### config.mk
export PLATFORM = sky130hd
export DESIGN_NAME = best_fit_block_allocator
export DESIGN_NICKNAME = d
export VERILOG_FILES = /design/src/design/bfba_pkg.sv /design/src/design/bfba_ctrl.sv /design/src/design/bfba_dpath.sv /design/src/design/best_fit_block_allocator.sv
export SDC_FILE = /design/constraint.sdc
export NUM_CORES = 2
export LEC_CHECK = 0
export BUFFER_PORTS_ARGS = -buffer_cell sky130_fd_sc_hd__buf_2
export CAP_MARGIN = 20
export CORE_UTILIZATION = 45
export DETAILED_ROUTE_END_ITERATION = 10
export PLACE_DENSITY_LB_ADDON = 0.05
export SLEW_MARGIN = 30
export SYNTH_ARGS = -nofsm -noshare
export SYNTH_HDL_FRONTEND = slang
export SYNTH_SLANG_ARGS = --single-unit
### constraint.sdc
create_clock -name clk -period 16.55 [get_ports clk]
set_clock_uncertainty 0.05 [all_clocks]
set_input_delay 1.655 -clock clk [delete_from_list [all_inputs] [get_ports clk]]
set_output_delay 1.655 -clock clk [all_outputs]
set_load 0.03 [all_outputs]
### src/design/bfba_pkg.sv
// Shared types, widths, codes and defaults for the best-fit block allocator.
// Depends on nothing; every other design file imports it.
`timescale 1ns / 1ps

package bfba_pkg;

    // Field widths of the item and the block table
    localparam int SW = 20;    // block start and payload offset
    localparam int ZW = 21;    // block size, heap end, request bytes
    localparam int TW = 23;    // rounded request plus header, page growth
    localparam int EW = 24;    // heap end plus growth

    // Default configuration
    localparam int DEF_HEAP_CAPACITY = 1048576;
    localparam int DEF_PAGE_BYTES    = 4096;
    localparam int DEF_HEADER_BYTES  = 32;
    localparam int DEF_MIN_PAYLOAD   = 16;
    localparam int DEF_MAX_BLOCKS    = 64;
    localparam int DEF_INITIAL_PAGES = 4;

    // Result status codes
    localparam logic [1:0] RS_OK       = 2'd0;
    localparam logic [1:0] RS_ZERO     = 2'd1;
    localparam logic [1:0] RS_BAD_FREE = 2'd2;
    localparam logic [1:0] RS_NO_MEM   = 2'd3;

    // Item kinds
    localparam logic MODE_ALLOC = 1'b0;

    typedef struct packed {
        logic          used;
        logic [ZW-1:0] size;
        logic [SW-1:0] start;
    } entry_t;

    typedef enum logic [3:0] {
        CMD_NONE,
        CMD_LOAD,
        CMD_SCAN_RD,
        CMD_SCAN_EV,
        CMD_GROW,
        CMD_SPLIT_CHK,
        CMD_SHU_RD,
        CMD_SHU_WR,
        CMD_INS_WR,
        CMD_BEST_WR,
        CMD_NXT_RD,
        CMD_NXT_EV,
        CMD_FREE_WR,
        CMD_SHD_RD,
        CMD_SHD_WR,
        CMD_FINISH
    } cmd_op_t;

    typedef struct packed {
        cmd_op_t    op;
        logic [1:0] code;
    } dp_cmd_t;

    typedef struct packed {
        logic is_alloc;
        logic req_zero;
        logic off_zero;
        logic scan_stop;
        logic scan_last;
        logic found;
        logic grow_over;
        logic last_used;
        logic table_full;
        logic split;
        logic shu_more;
        logic match;
        logic cur_used;
        logic has_next;
        logic shd_more;
        logic out_blocked;
    } dp_status_t;

    typedef enum logic [4:0] {
        S_IDLE,
        S_START,
        S_SCAN_RD,
        S_SCAN_EV,
        S_ALLOC_CHK,
        S_SPLIT_CHK,
        S_SHU,
        S_SHU_RD,
        S_SHU_WR,
        S_INS_WR,
        S_BEST_WR,
        S_FREE_CHK,
        S_NXT_RD,
        S_NXT_EV,
        S_FREE_WR,
        S_SHD,
        S_SHD_RD,
        S_SHD_WR,
        S_DONE
    } ctrl_state_t;

endpackage

### src/design/bfba_ctrl.sv
// Sequencer of the allocator: walks each item through scan, grow, split and merge.
// Depends on bfba_pkg; drives bfba_dpath through command and status structs.
`timescale 1ns / 1ps

module bfba_ctrl (
    input  logic                 clk,
    input  logic                 rst_n,
    input  logic                 req_valid,
    output logic                 req_stall,
    output bfba_pkg::dp_cmd_t    cmd,
    input  bfba_pkg::dp_status_t stat
);
    import bfba_pkg::*;

    ctrl_state_t state_reg, state_next;
    logic [1:0]  code_reg, code_next;

    // State and pending status code
    always_ff @(posedge clk or negedge rst_n)
    begin
        if (!rst_n)
        begin
            state_reg <= S_IDLE;
            code_reg  <= RS_OK;
        end
        else
        begin
            state_reg <= state_next;
            code_reg  <= code_next;
        end
    end

    // Next state and commands
    always_comb
    begin
        state_next = state_reg;
        code_next  = code_reg;
        cmd.op     = CMD_NONE;
        cmd.code   = code_reg;
        req_stall  = (state_reg != S_IDLE);
        case (state_reg)
            S_IDLE:
            begin
                if (req_valid)
                begin
                    cmd.op     = CMD_LOAD;
                    state_next = S_START;
                end
            end
            S_START:
            begin
                if (stat.is_alloc && stat.req_zero)
                begin
                    code_next  = RS_ZERO;
                    state_next = S_DONE;
                end
                else if (!stat.is_alloc && stat.off_zero)
                begin
                    code_next  = RS_OK;
                    state_next = S_DONE;
                end
                else
                begin
                    state_next = S_SCAN_RD;
                end
            end
            S_SCAN_RD:
            begin
                cmd.op     = CMD_SCAN_RD;
                state_next = S_SCAN_EV;
            end
            S_SCAN_EV:
            begin
                cmd.op = CMD_SCAN_EV;
                if (stat.scan_stop || stat.scan_last)
                    state_next = stat.is_alloc ? S_ALLOC_CHK : S_FREE_CHK;
                else
                    state_next = S_SCAN_RD;
            end
            S_ALLOC_CHK:
            begin
                if (stat.found)
                begin
                    state_next = S_SPLIT_CHK;
                end
                else if (stat.grow_over || (stat.last_used && stat.table_full))
                begin
                    code_next  = RS_NO_MEM;
                    state_next = S_DONE;
                end
                else
                begin
                    cmd.op     = CMD_GROW;
                    state_next = S_SPLIT_CHK;
                end
            end
            S_SPLIT_CHK:
            begin
                cmd.op     = CMD_SPLIT_CHK;
                state_next = S_SHU;
            end
            S_SHU:
            begin
                if (!stat.split)
                    state_next = S_BEST_WR;
                else if (stat.shu_more)
                    state_next = S_SHU_RD;
                else
                    state_next = S_INS_WR;
            end
            S_SHU_RD:
            begin
                cmd.op     = CMD_SHU_RD;
                state_next = S_SHU_WR;
            end
            S_SHU_WR:
            begin
                cmd.op     = CMD_SHU_WR;
                state_next = S_SHU;
            end
            S_INS_WR:
            begin
                cmd.op     = CMD_INS_WR;
                state_next = S_BEST_WR;
            end
            S_BEST_WR:
            begin
                cmd.op     = CMD_BEST_WR;
                code_next  = RS_OK;
                state_next = S_DONE;
            end
            S_FREE_CHK:
            begin
                if (!stat.match || !stat.cur_used)
                begin
                    code_next  = RS_BAD_FREE;
                    state_next = S_DONE;
                end
                else if (stat.has_next)
                begin
                    state_next = S_NXT_RD;
                end
                else
                begin
                    state_next = S_FREE_WR;
                end
            end
            S_NXT_RD:
            begin
                cmd.op     = CMD_NXT_RD;
                state_next = S_NXT_EV;
            end
            S_NXT_EV:
            begin
                cmd.op     = CMD_NXT_EV;
                state_next = S_FREE_WR;
            end
            S_FREE_WR:
            begin
                cmd.op     = CMD_FREE_WR;
                state_next = S_SHD;
            end
            S_SHD:
            begin
                if (stat.shd_more)
                begin
                    state_next = S_SHD_RD;
                end
                else
                begin
                    code_next  = RS_OK;
                    state_next = S_DONE;
                end
            end
            S_SHD_RD:
            begin
                cmd.op     = CMD_SHD_RD;
                state_next = S_SHD_WR;
            end
            S_SHD_WR:
            begin
                cmd.op     = CMD_SHD_WR;
                state_next = S_SHD;
            end
            S_DONE:
            begin
                // hold until the result register is free
                if (!stat.out_blocked)
                begin
                    cmd.op     = CMD_FINISH;
                    state_next = S_IDLE;
                end
            end
            default:
            begin
                state_next = S_IDLE;
            end
        endcase
    end

endmodule

### src/design/bfba_dpath.sv
// Datapath of the allocator: block table memory, scan registers, arithmetic, result beat.
// Depends on bfba_pkg; commanded by bfba_ctrl.
`timescale 1ns / 1ps

module bfba_dpath #(
    parameter int HEAP_CAPACITY = bfba_pkg::DEF_HEAP_CAPACITY,
    parameter int PAGE_BYTES    = bfba_pkg::DEF_PAGE_BYTES,
    parameter int HEADER_BYTES  = bfba_pkg::DEF_HEADER_BYTES,
    parameter int MIN_PAYLOAD   = bfba_pkg::DEF_MIN_PAYLOAD,
    parameter int MAX_BLOCKS    = bfba_pkg::DEF_MAX_BLOCKS,
    parameter int INITIAL_PAGES = bfba_pkg::DEF_INITIAL_PAGES
) (
    input  logic                     clk,
    input  logic                     rst_n,
    input  bfba_pkg::dp_cmd_t        cmd,
    output bfba_pkg::dp_status_t     stat,
    input  logic                     mode,
    input  logic [bfba_pkg::ZW-1:0]  request_bytes,
    input  logic [bfba_pkg::SW-1:0]  free_offset,
    input  logic                     rsp_stall,
    output logic                     rsp_valid,
    output logic [bfba_pkg::SW-1:0]  payload_offset,
    output logic [1:0]               status
);
    import bfba_pkg::*;

    localparam int IW = $clog2(MAX_BLOCKS);
    localparam int CW = $clog2(MAX_BLOCKS + 1);
    localparam logic [TW-1:0] RND7     = TW'(7);
    localparam logic [TW-1:0] HDR_T    = TW'(HEADER_BYTES);
    localparam logic [TW-1:0] SPLIT_T  = TW'(HEADER_BYTES + MIN_PAYLOAD);
    localparam logic [TW-1:0] PAGE_M1  = TW'(PAGE_BYTES - 1);
    localparam logic [ZW-1:0] HDR_Z    = ZW'(HEADER_BYTES);
    localparam logic [SW-1:0] HDR_S    = SW'(HEADER_BYTES);
    localparam logic [ZW-1:0] INIT_SZ  = ZW'(INITIAL_PAGES * PAGE_BYTES);
    localparam logic [EW-1:0] CAP_E    = EW'(HEAP_CAPACITY);
    localparam logic [CW-1:0] MAX_C    = CW'(MAX_BLOCKS);
    localparam logic [CW-1:0] ONE_C    = CW'(1);

    // Block table
    entry_t           mem [MAX_BLOCKS];
    logic             we;
    logic [IW-1:0]    waddr, raddr;
    entry_t           wdata;
    entry_t           rd_mem_reg;
    logic             rd_dflt_reg;
    entry_t           rd_entry;

    // Control registers
    logic [CW-1:0]    count_reg, count_next;
    logic [ZW-1:0]    heap_end_reg, heap_end_next;
    logic             e0_reg, e0_next;
    logic             rsp_valid_reg, rsp_valid_next;

    // Item and scan registers
    logic             mode_reg, mode_next;
    logic [ZW-1:0]    req_reg, req_next;
    logic [SW-1:0]    off_reg, off_next;
    logic [IW-1:0]    idx_reg, idx_next;
    logic             found_reg, found_next;
    logic [IW-1:0]    best_idx_reg, best_idx_next;
    logic [SW-1:0]    best_start_reg, best_start_next;
    logic [ZW-1:0]    best_size_reg, best_size_next;
    entry_t           last_reg, last_next;
    logic             match_reg, match_next;
    entry_t           cur_reg, cur_next;
    entry_t           prev_reg, prev_next;
    logic             next_free_reg, next_free_next;
    logic [ZW-1:0]    next_size_reg, next_size_next;
    logic             split_reg, split_next;
    logic [CW-1:0]    src_reg, src_next;
    logic [CW-1:0]    dst_reg, dst_next;
    logic [CW-1:0]    end_reg, end_next;
    logic [SW-1:0]    grant_reg, grant_next;
    logic [SW-1:0]    rsp_off_reg, rsp_off_next;
    logic [1:0]       rsp_st_reg, rsp_st_next;

    // Derived values
    logic [TW-1:0]    total, grow, rd_size_t;
    logic [CW-1:0]    idx_c, idx_p1, src_p1;
    logic             cand, exact, match_now, pf, nf;
    logic [ZW-1:0]    merged;
    logic [CW-1:0]    dst_f, src_f;
    logic [1:0]       gap;

    assign total     = ((({2'b00, req_reg}) + RND7) & ~RND7) + HDR_T;
    assign grow      = (total + PAGE_M1) & ~PAGE_M1;
    assign rd_entry  = rd_dflt_reg ? entry_t'{used: 1'b0, size: INIT_SZ, start: '0}
                                   : rd_mem_reg;
    assign rd_size_t = {2'b00, rd_entry.size};
    assign idx_c     = CW'(idx_reg);
    assign idx_p1    = idx_c + ONE_C;
    assign src_p1    = src_reg + ONE_C;

    assign cand      = !rd_entry.used && (rd_size_t >= total) &&
                       (!found_reg || (rd_entry.size < best_size_reg));
    assign exact     = (rd_size_t == total);
    assign match_now = (({1'b0, rd_entry.start}) + HDR_Z) == {1'b0, off_reg};

    // Merge on free: left neighbour, right neighbour, combined size
    assign pf     = (idx_reg != '0) && !prev_reg.used;
    assign nf     = next_free_reg;
    assign merged = cur_reg.size + (nf ? next_size_reg : '0);
    assign gap    = {1'b0, pf} + {1'b0, nf};
    assign dst_f  = pf ? idx_c : idx_p1;
    assign src_f  = dst_f + CW'(gap);

    // Status towards the sequencer
    always_comb
    begin
        stat.is_alloc    = (mode_reg == MODE_ALLOC);
        stat.req_zero    = (req_reg == '0);
        stat.off_zero    = (off_reg == '0);
        stat.scan_stop   = (mode_reg == MODE_ALLOC) ? (cand && exact) : match_now;
        stat.scan_last   = (idx_p1 == count_reg);
        stat.found       = found_reg;
        stat.grow_over   = (EW'(heap_end_reg) + EW'(grow)) > CAP_E;
        stat.last_used   = last_reg.used;
        stat.table_full  = (count_reg >= MAX_C);
        stat.split       = split_reg;
        stat.shu_more    = (src_reg > CW'(best_idx_reg));
        stat.match       = match_reg;
        stat.cur_used    = cur_reg.used;
        stat.has_next    = (idx_p1 < count_reg);
        stat.shd_more    = (src_reg < end_reg);
        stat.out_blocked = rsp_valid_reg && rsp_stall;
    end

    // Command decode
    always_comb
    begin
        count_next      = count_reg;
        heap_end_next   = heap_end_reg;
        e0_next         = e0_reg;
        rsp_valid_next  = rsp_valid_reg && rsp_stall;
        mode_next       = mode_reg;
        req_next        = req_reg;
        off_next        = off_reg;
        idx_next        = idx_reg;
        found_next      = found_reg;
        best_idx_next   = best_idx_reg;
        best_start_next = best_start_reg;
        best_size_next  = best_size_reg;
        last_next       = last_reg;
        match_next      = match_reg;
        cur_next        = cur_reg;
        prev_next       = prev_reg;
        next_free_next  = next_free_reg;
        next_size_next  = next_size_reg;
        split_next      = split_reg;
        src_next        = src_reg;
        dst_next        = dst_reg;
        end_next        = end_reg;
        grant_next      = grant_reg;
        rsp_off_next    = rsp_off_reg;
        rsp_st_next     = rsp_st_reg;
        we              = 1'b0;
        waddr           = best_idx_reg;
        wdata           = rd_entry;
        raddr           = idx_reg;
        case (cmd.op)
            CMD_LOAD:
            begin
                mode_next      = mode;
                req_next       = request_bytes;
                off_next       = free_offset;
                idx_next       = '0;
                found_next     = 1'b0;
                match_next     = 1'b0;
                next_free_next = 1'b0;
                grant_next     = '0;
            end
            CMD_SCAN_RD:
            begin
                raddr = idx_reg;
            end
            CMD_SCAN_EV:
            begin
                if (mode_reg == MODE_ALLOC)
                begin
                    if (cand)
                    begin
                        found_next      = 1'b1;
                        best_idx_next   = idx_reg;
                        best_start_next = rd_entry.start;
                        best_size_next  = rd_entry.size;
                    end
                    last_next = rd_entry;
                    if (!(cand && exact) && !stat.scan_last)
                        idx_next = idx_reg + 1'b1;
                end
                else
                begin
                    if (match_now)
                    begin
                        match_next = 1'b1;
                        cur_next   = rd_entry;
                    end
                    else
                    begin
                        prev_next = rd_entry;
                        if (!stat.scan_last)
                            idx_next = idx_reg + 1'b1;
                    end
                end
            end
            CMD_GROW:
            begin
                // a free last block absorbs the growth, otherwise append one
                if (!last_reg.used)
                begin
                    best_idx_next   = idx_reg;
                    best_start_next = last_reg.start;
                    best_size_next  = last_reg.size + grow[ZW-1:0];
                end
                else
                begin
                    best_idx_next   = count_reg[IW-1:0];
                    best_start_next = heap_end_reg[SW-1:0];
                    best_size_next  = grow[ZW-1:0];
                    count_next      = count_reg + ONE_C;
                end
                heap_end_next = heap_end_reg + grow[ZW-1:0];
            end
            CMD_SPLIT_CHK:
            begin
                split_next = ({2'b00, best_size_reg} >= (total + SPLIT_T)) &&
                             (count_reg < MAX_C);
                src_next   = count_reg - ONE_C;
            end
            CMD_SHU_RD:
            begin
                raddr = src_reg[IW-1:0];
            end
            CMD_SHU_WR:
            begin
                we       = 1'b1;
                waddr    = src_p1[IW-1:0];
                wdata    = rd_entry;
                src_next = src_reg - ONE_C;
            end
            CMD_INS_WR:
            begin
                we          = 1'b1;
                waddr       = best_idx_reg + 1'b1;
                wdata.used  = 1'b0;
                wdata.size  = best_size_reg - total[ZW-1:0];
                wdata.start = best_start_reg + total[SW-1:0];
                count_next  = count_reg + ONE_C;
            end
            CMD_BEST_WR:
            begin
                we          = 1'b1;
                waddr       = best_idx_reg;
                wdata.used  = 1'b1;
                wdata.size  = split_reg ? total[ZW-1:0] : best_size_reg;
                wdata.start = best_start_reg;
                grant_next  = best_start_reg + HDR_S;
            end
            CMD_NXT_RD:
            begin
                raddr = idx_p1[IW-1:0];
            end
            CMD_NXT_EV:
            begin
                next_free_next = !rd_entry.used;
                next_size_next = rd_entry.size;
            end
            CMD_FREE_WR:
            begin
                we = 1'b1;
                if (pf)
                begin
                    waddr       = idx_reg - 1'b1;
                    wdata.used  = 1'b0;
                    wdata.size  = prev_reg.size + merged;
                    wdata.start = prev_reg.start;
                end
                else
                begin
                    waddr       = idx_reg;
                    wdata.used  = 1'b0;
                    wdata.size  = merged;
                    wdata.start = cur_reg.start;
                end
                dst_next   = dst_f;
                src_next   = src_f;
                end_next   = (gap != 2'd0) ? count_reg : src_f;
                count_next = count_reg - CW'(gap);
            end
            CMD_SHD_RD:
            begin
                raddr = src_reg[IW-1:0];
            end
            CMD_SHD_WR:
            begin
                we       = 1'b1;
                waddr    = dst_reg[IW-1:0];
                wdata    = rd_entry;
                src_next = src_reg + ONE_C;
                dst_next = dst_reg + ONE_C;
            end
            CMD_FINISH:
            begin
                rsp_valid_next = 1'b1;
                rsp_st_next    = cmd.code;
                rsp_off_next   = grant_reg;
            end
            default:
            begin
                raddr = idx_reg;
            end
        endcase
        if (we && (waddr == '0))
            e0_next = 1'b1;
    end

    // Table memory: one write, one registered read
    always_ff @(posedge clk)
    begin
        if (we)
            mem[waddr] <= wdata;
        rd_mem_reg <= mem[raddr];
    end

    // Control state
    always_ff @(posedge clk or negedge rst_n)
    begin
        if (!rst_n)
        begin
            count_reg     <= ONE_C;
            heap_end_reg  <= INIT_SZ;
            e0_reg        <= 1'b0;
            rsp_valid_reg <= 1'b0;
            rd_dflt_reg   <= 1'b1;
        end
        else
        begin
            count_reg     <= count_next;
            heap_end_reg  <= heap_end_next;
            e0_reg        <= e0_next;
            rsp_valid_reg <= rsp_valid_next;
            rd_dflt_reg   <= !e0_reg && (raddr == '0);
        end
    end

    // Payload state
    always_ff @(posedge clk)
    begin
        mode_reg       <= mode_next;
        req_reg        <= req_next;
        off_reg        <= off_next;
        idx_reg        <= idx_next;
        found_reg      <= found_next;
        best_idx_reg   <= best_idx_next;
        best_start_reg <= best_start_next;
        best_size_reg  <= best_size_next;
        last_reg       <= last_next;
        match_reg      <= match_next;
        cur_reg        <= cur_next;
        prev_reg       <= prev_next;
        next_free_reg  <= next_free_next;
        next_size_reg  <= next_size_next;
        split_reg      <= split_next;
        src_reg        <= src_next;
        dst_reg        <= dst_next;
        end_reg        <= end_next;
        grant_reg      <= grant_next;
        rsp_off_reg    <= rsp_off_next;
        rsp_st_reg     <= rsp_st_next;
    end

    assign rsp_valid      = rsp_valid_reg;
    assign payload_offset = rsp_off_reg;
    assign status         = rsp_st_reg;

    // Checks on table bookkeeping
    a_count_range: assert property (@(posedge clk) disable iff (!rst_n)
        (count_reg >= ONE_C) && (count_reg <= MAX_C))
        else $error("block count out of range");

    a_heap_limit: assert property (@(posedge clk) disable iff (!rst_n)
        EW'(heap_end_reg) <= CAP_E)
        else $error("heap end beyond capacity");

    a_best_in_table: assert property (@(posedge clk) disable iff (!rst_n)
        (cmd.op == CMD_BEST_WR) |-> (CW'(best_idx_reg) < count_reg))
        else $error("granted block outside the table");

    a_fail_no_grant: assert property (@(posedge clk) disable iff (!rst_n)
        ((cmd.op == CMD_FINISH) && (cmd.code != RS_OK)) |=> (payload_offset == '0))
        else $error("failed item carries a payload offset");

endmodule

### src/design/best_fit_block_allocator.sv
// Top level of the best-fit block allocator: sequencer plus datapath.
// Depends on bfba_pkg, bfba_ctrl and bfba_dpath.
//
//   channel   handshake            payload
//   request   req_valid/req_stall  mode, request_bytes, free_offset
//   result    rsp_valid/rsp_stall  payload_offset, status
//
// One item at a time. An allocate scans table entries, moves entries up on a
// split and writes the granted block; a free scans entries up to its block and
// moves entries down on a merge. The single table read port sets the pace.
// Reset needs no clearing pass: entry 0 reads as the initial block until written.
// A stalled result beat holds in its register; the next item is taken meanwhile.
`timescale 1ns / 1ps

module best_fit_block_allocator #(
    parameter int HEAP_CAPACITY = bfba_pkg::DEF_HEAP_CAPACITY,
    parameter int PAGE_BYTES    = bfba_pkg::DEF_PAGE_BYTES,
    parameter int HEADER_BYTES  = bfba_pkg::DEF_HEADER_BYTES,
    parameter int MIN_PAYLOAD   = bfba_pkg::DEF_MIN_PAYLOAD,
    parameter int MAX_BLOCKS    = bfba_pkg::DEF_MAX_BLOCKS,
    parameter int INITIAL_PAGES = bfba_pkg::DEF_INITIAL_PAGES
) (
    input  logic                     clk,
    input  logic                     rst_n,
    input  logic                     req_valid,
    output logic                     req_stall,
    input  logic                     mode,
    input  logic [bfba_pkg::ZW-1:0]  request_bytes,
    input  logic [bfba_pkg::SW-1:0]  free_offset,
    output logic                     rsp_valid,
    input  logic                     rsp_stall,
    output logic [bfba_pkg::SW-1:0]  payload_offset,
    output logic [1:0]               status
);
    import bfba_pkg::*;

    dp_cmd_t    cmd;
    dp_status_t stat;

    // Sequencer
    bfba_ctrl u_ctrl (
        .clk       (clk),
        .rst_n     (rst_n),
        .req_valid (req_valid),
        .req_stall (req_stall),
        .cmd       (cmd),
        .stat      (stat)
    );

    // Table and arithmetic
    bfba_dpath #(
        .HEAP_CAPACITY (HEAP_CAPACITY),
        .PAGE_BYTES    (PAGE_BYTES),
        .HEADER_BYTES  (HEADER_BYTES),
        .MIN_PAYLOAD   (MIN_PAYLOAD),
        .MAX_BLOCKS    (MAX_BLOCKS),
        .INITIAL_PAGES (INITIAL_PAGES)
    ) u_dpath (
        .clk            (clk),
        .rst_n          (rst_n),
        .cmd            (cmd),
        .stat           (stat),
        .mode           (mode),
        .request_bytes  (request_bytes),
        .free_offset    (free_offset),
        .rsp_stall      (rsp_stall),
        .rsp_valid      (rsp_valid),
        .payload_offset (payload_offset),
        .status         (status)
    );

endmodule

==> impl_metrics.csv <==
group,metric,value,unit
worst_setup_path,r2r_slack,7.62,ns
logic_synthesis,synth.avg_cell_area,12.82,um2
worst_setup_path,r2r-end,"u_dpath.best_start_reg[9]",
worst_setup_path,path_max_fanout,51,
sta,max_freq,112.0,MHz
floorplan,std_cell_rows,197,
finish,most-common-layout-cells,"2996 x edfxtp_1, 2343 x nand2_1, 983 x nand3_1",
cts,cts_sinks,3064,
logic_synthesis,yosysSeqAreaShare,70.32,%
sta,setup_tns,0,ns
cts,hold_buffers,0,
logic_synthesis,netlist_instances,10140,
outcome,status,"completed",
floorplan,chipHeight,539.6,um
finish,final_cell_area,146900,um2
logic_synthesis,synth_cell_types,99,
drt,num_vias,85350,
cts,numCtsBuffers,332,
placed_design,routabilityCongestion,0.8524,
finish,drive_gt1_share,9.574,%
logic_synthesis,ys_async_sr_fraction,0.8486,%
worst_setup_path,critical_path_class,"flop to flop",
global_routing,gr-usage-all-layers,28.24,%
finish,final_common_cell,"edfxtp_1",
floorplan,start_util,45.22,%
finish,nFillCells,24510,
global_routing,grt_pass1_wl,598.0,mm
worst_setup_path,timing.rr.start,"u_dpath.req_reg[2]",
sta,final_max_slew_viol_count,0,
cts,root_buffer,"clkbuf_16",
floorplan,ios,70,
logic_synthesis,ys_ff_latch,3064,
pwr,total_power,27620,uW
cts,cts_resized,0,
sta,fin_crit_sh,53.96,%
min_path,holdCritStartpoint,"u_dpath.grant_reg[12]",
drt,drcViolationCount,0,
min_path,min-delay-path-class,"flop to flop",
pwr,power.leakage,0.04949,uW
cts,cts_tree,"done",
cts,clock_latency,0.92,ns
sta,whs,0.3725,ns
floorplan,die_w,539.6,um
sta,finalSetupViolations,0,
logic_synthesis,yosysWarnings,0,
drt,first_pass_iters,8,
worst_setup_path,cp.arrival,9.43,ns
flow_run,max_cap_violations,0,
cts,postCtsSetupBuffers,0,
floorplan,core_area,287700,um2
placed_design,port_buffers,69,
global_routing,grt_max_degree,148,
finish,nNetsFinal,10400,
drt,wl_per_cell,29.43,um
cts,clock_path_buffers,4,
sta,period_needed,8.930,ns
cts,path_clk_slew,0.06,ns
global_routing,grt_pass1_vias,81190,
min_path,hold_depth,0,
drt,ant_nets,0,
drt,first_iter_violations,8711,
placed_design,dpl_cell_area,136100,um2
floorplan,die_area,291200,um2
worst_setup_path,worstPathRequired,17.05,ns
worst_setup_path,reg2reg_depth,26,
pwr,power_density,188.0,nW/um2
sta,rsz0062_at_grt,"no",
min_path,min_to,"u_dpath.payload_offset[12]",
worst_setup_path,end_kind,"flop",
cts,cts_max_level,5,
drt,vias_per_cell,6.000,
logic_synthesis,synth-edff-count,2996,
sta,hold_viol_final,0,
sta,relSlewSlack,27.96,%
pwr,ir_worst_vdd,0.0001596,V
finish,areaGrowthSynthToFinish,12.96,%
sta,worst_pin_slew,1.073,ns
placed_design,place_hpwl,236.4,mm
finish,largest_reg_flops,2688,
global_routing,grt-ovfl-total,0,
logic_synthesis,synthesis.nets,10380,
logic_synthesis,netlist_area,130100,um2
global_routing,grt_antenna_before_repair,16,
logic_synthesis,synth_flop_cell,"edfxtp_1",
worst_setup_path,crit_path_start_kind,"flop",
drt,wl,418.7,mm
==> metrics by stage <==
step	setup WS (ns)	cells	util, %
3_3_place_gp	7.433	13610	47.27
4_1_cts	7.546	14210	51.05
5_1_grt	6.904	14220	51.07
2_1_floorplan	8.863	10140	-
6_report	7.620	14230	51.08
3_5_place_dp	7.564	13610	47.30
==> where the power goes <==
group,internal [uW],total (uW),switching (uW)
clock,4310,7440,3130
combinational,2510,9910,7390
sequential,10000,10300,244
total,16900,27600,10800
==> final cells by class <==
type                       instances  area (um2)  share of cell area, %
antenna                           10       25.02                0.01703
clock buffer                     423        8833                  6.012
clock inverter                   181        1957                  1.332
inverter                         120       450.4                 0.3066
multi-input combinational       6315       36900                  25.11
sequential                      3064       91460                  62.25
tap                             3781        4731                  3.220
timing repair buffer             331        2572                  1.751
==> metal layers <==
| layer | part of all wire (%) | vias to the layer above | global-route usage, % |
|---|---|---|---|
| met4 | 3.5 | 10 | 9.408 |
| met2 | 47 | 3007 | 45.04 |
| li1 | - | 38030 | - |
| met1 | 43 | 43710 | 40.06 |
| met3 | 6.4 | 597 | 3.560 |
| met5 | 0.017 | - | 0 |
==> logic make-up after synthesis <==
group / after synthesis / synth area share (%)
DFF: 3064 / 70.32
adders and majority gates: 198 / 1.950
muxes: 115 / 1.025
AOI/OAI and AO/OA: 1556 / 8.600
buffers and inverters: 765 / 2.261
and+or+nand+nor: 4250 / 14.51
xor gates and xnor gates: 196 / 1.336
==> how the worst max path moves through the flow <==
stage / startpoint / cells past startpoint / slack, ns / endpoint
2_1_floorplan: u_dpath.req_reg[2] / 26 / 8.86 / u_dpath.best_idx_reg[0]
6_report: u_dpath.req_reg[2] / 26 / 7.62 / u_dpath.best_start_reg[9]
3_5_place_dp: u_dpath.req_reg[2] / 26 / 7.56 / u_dpath.best_start_reg[10]
3_3_place_gp: u_dpath.req_reg[2] / 26 / 7.43 / u_dpath.best_start_reg[1]
4_1_cts: u_dpath.req_reg[2] / 26 / 7.55 / u_dpath.best_start_reg[17]
5_1_grt: u_dpath.req_reg[2] / 26 / 6.90 / u_dpath.best_start_reg[9]
==> cells in the mapped netlist (12+ instances only) <==
master	number	area, um2
o21bai_1	13	97.59
dfrtp_1	23	575.6
mux2i_1	59	590.6
nor2b_1	74	462.9
a21oi_1	194	970.9
a21o_1	42	315.3
a311oi_1	271	2374
buf_2	36	180.2
or3_1	13	81.33
nand2_1	2348	8813
or2_2	12	75.07
nor2_1	273	1025
a31oi_1	260	1627
nor3_1	61	305.3
o211ai_1	75	563.0
o21ai_0	114	570.6
edfxtp_1	2996	89970
a221oi_1	20	175.2
mux2_2	14	157.7
o21a_1	33	247.7
ha_1	185	2315
xor2_1	76	665.6
nand2b_1	47	294.0
a211oi_1	258	1937
and3_1	51	319.1
clkbuf_1	533	2001
xnor2_1	118	1033
mux2_1	32	360.4
o2111ai_1	77	674.4
nand3_1	983	4920
o22ai_1	69	431.7
and2_1	279	1745
buf_1	70	262.8
dfxtp_1	42	840.8
nand4_1	28	175.2
nor4_1	26	162.7
inv_1	117	439.2
==> critical path: stages, from the launching register on <==
cell	delay, ns
edfxtp_1	0.47
or3_1	0.48
nand2_1	0.22
xnor2_1	0.25
ha_1	0.34
nor2_1	0.07
o31ai_1	0.19
nand2_1	0.10
xor2_1	0.51
o21ai_0	0.32
or3_1	0.54
xnor2_1	0.32
ha_1	0.27
inv_1	0.08
fa_1	0.45
nor2b_1	0.19
o31a_1	0.20
o31ai_1	0.10
a21boi_0	0.14
or4_1	0.42
o32ai_1	0.39
nor2b_1	0.36
o211ai_2	0.22
a21oi_4	0.15
buf_4	0.69
o21bai_4	0.42
buf_4	0.59
No activity file was read; power rests on OpenSTA's default activity.
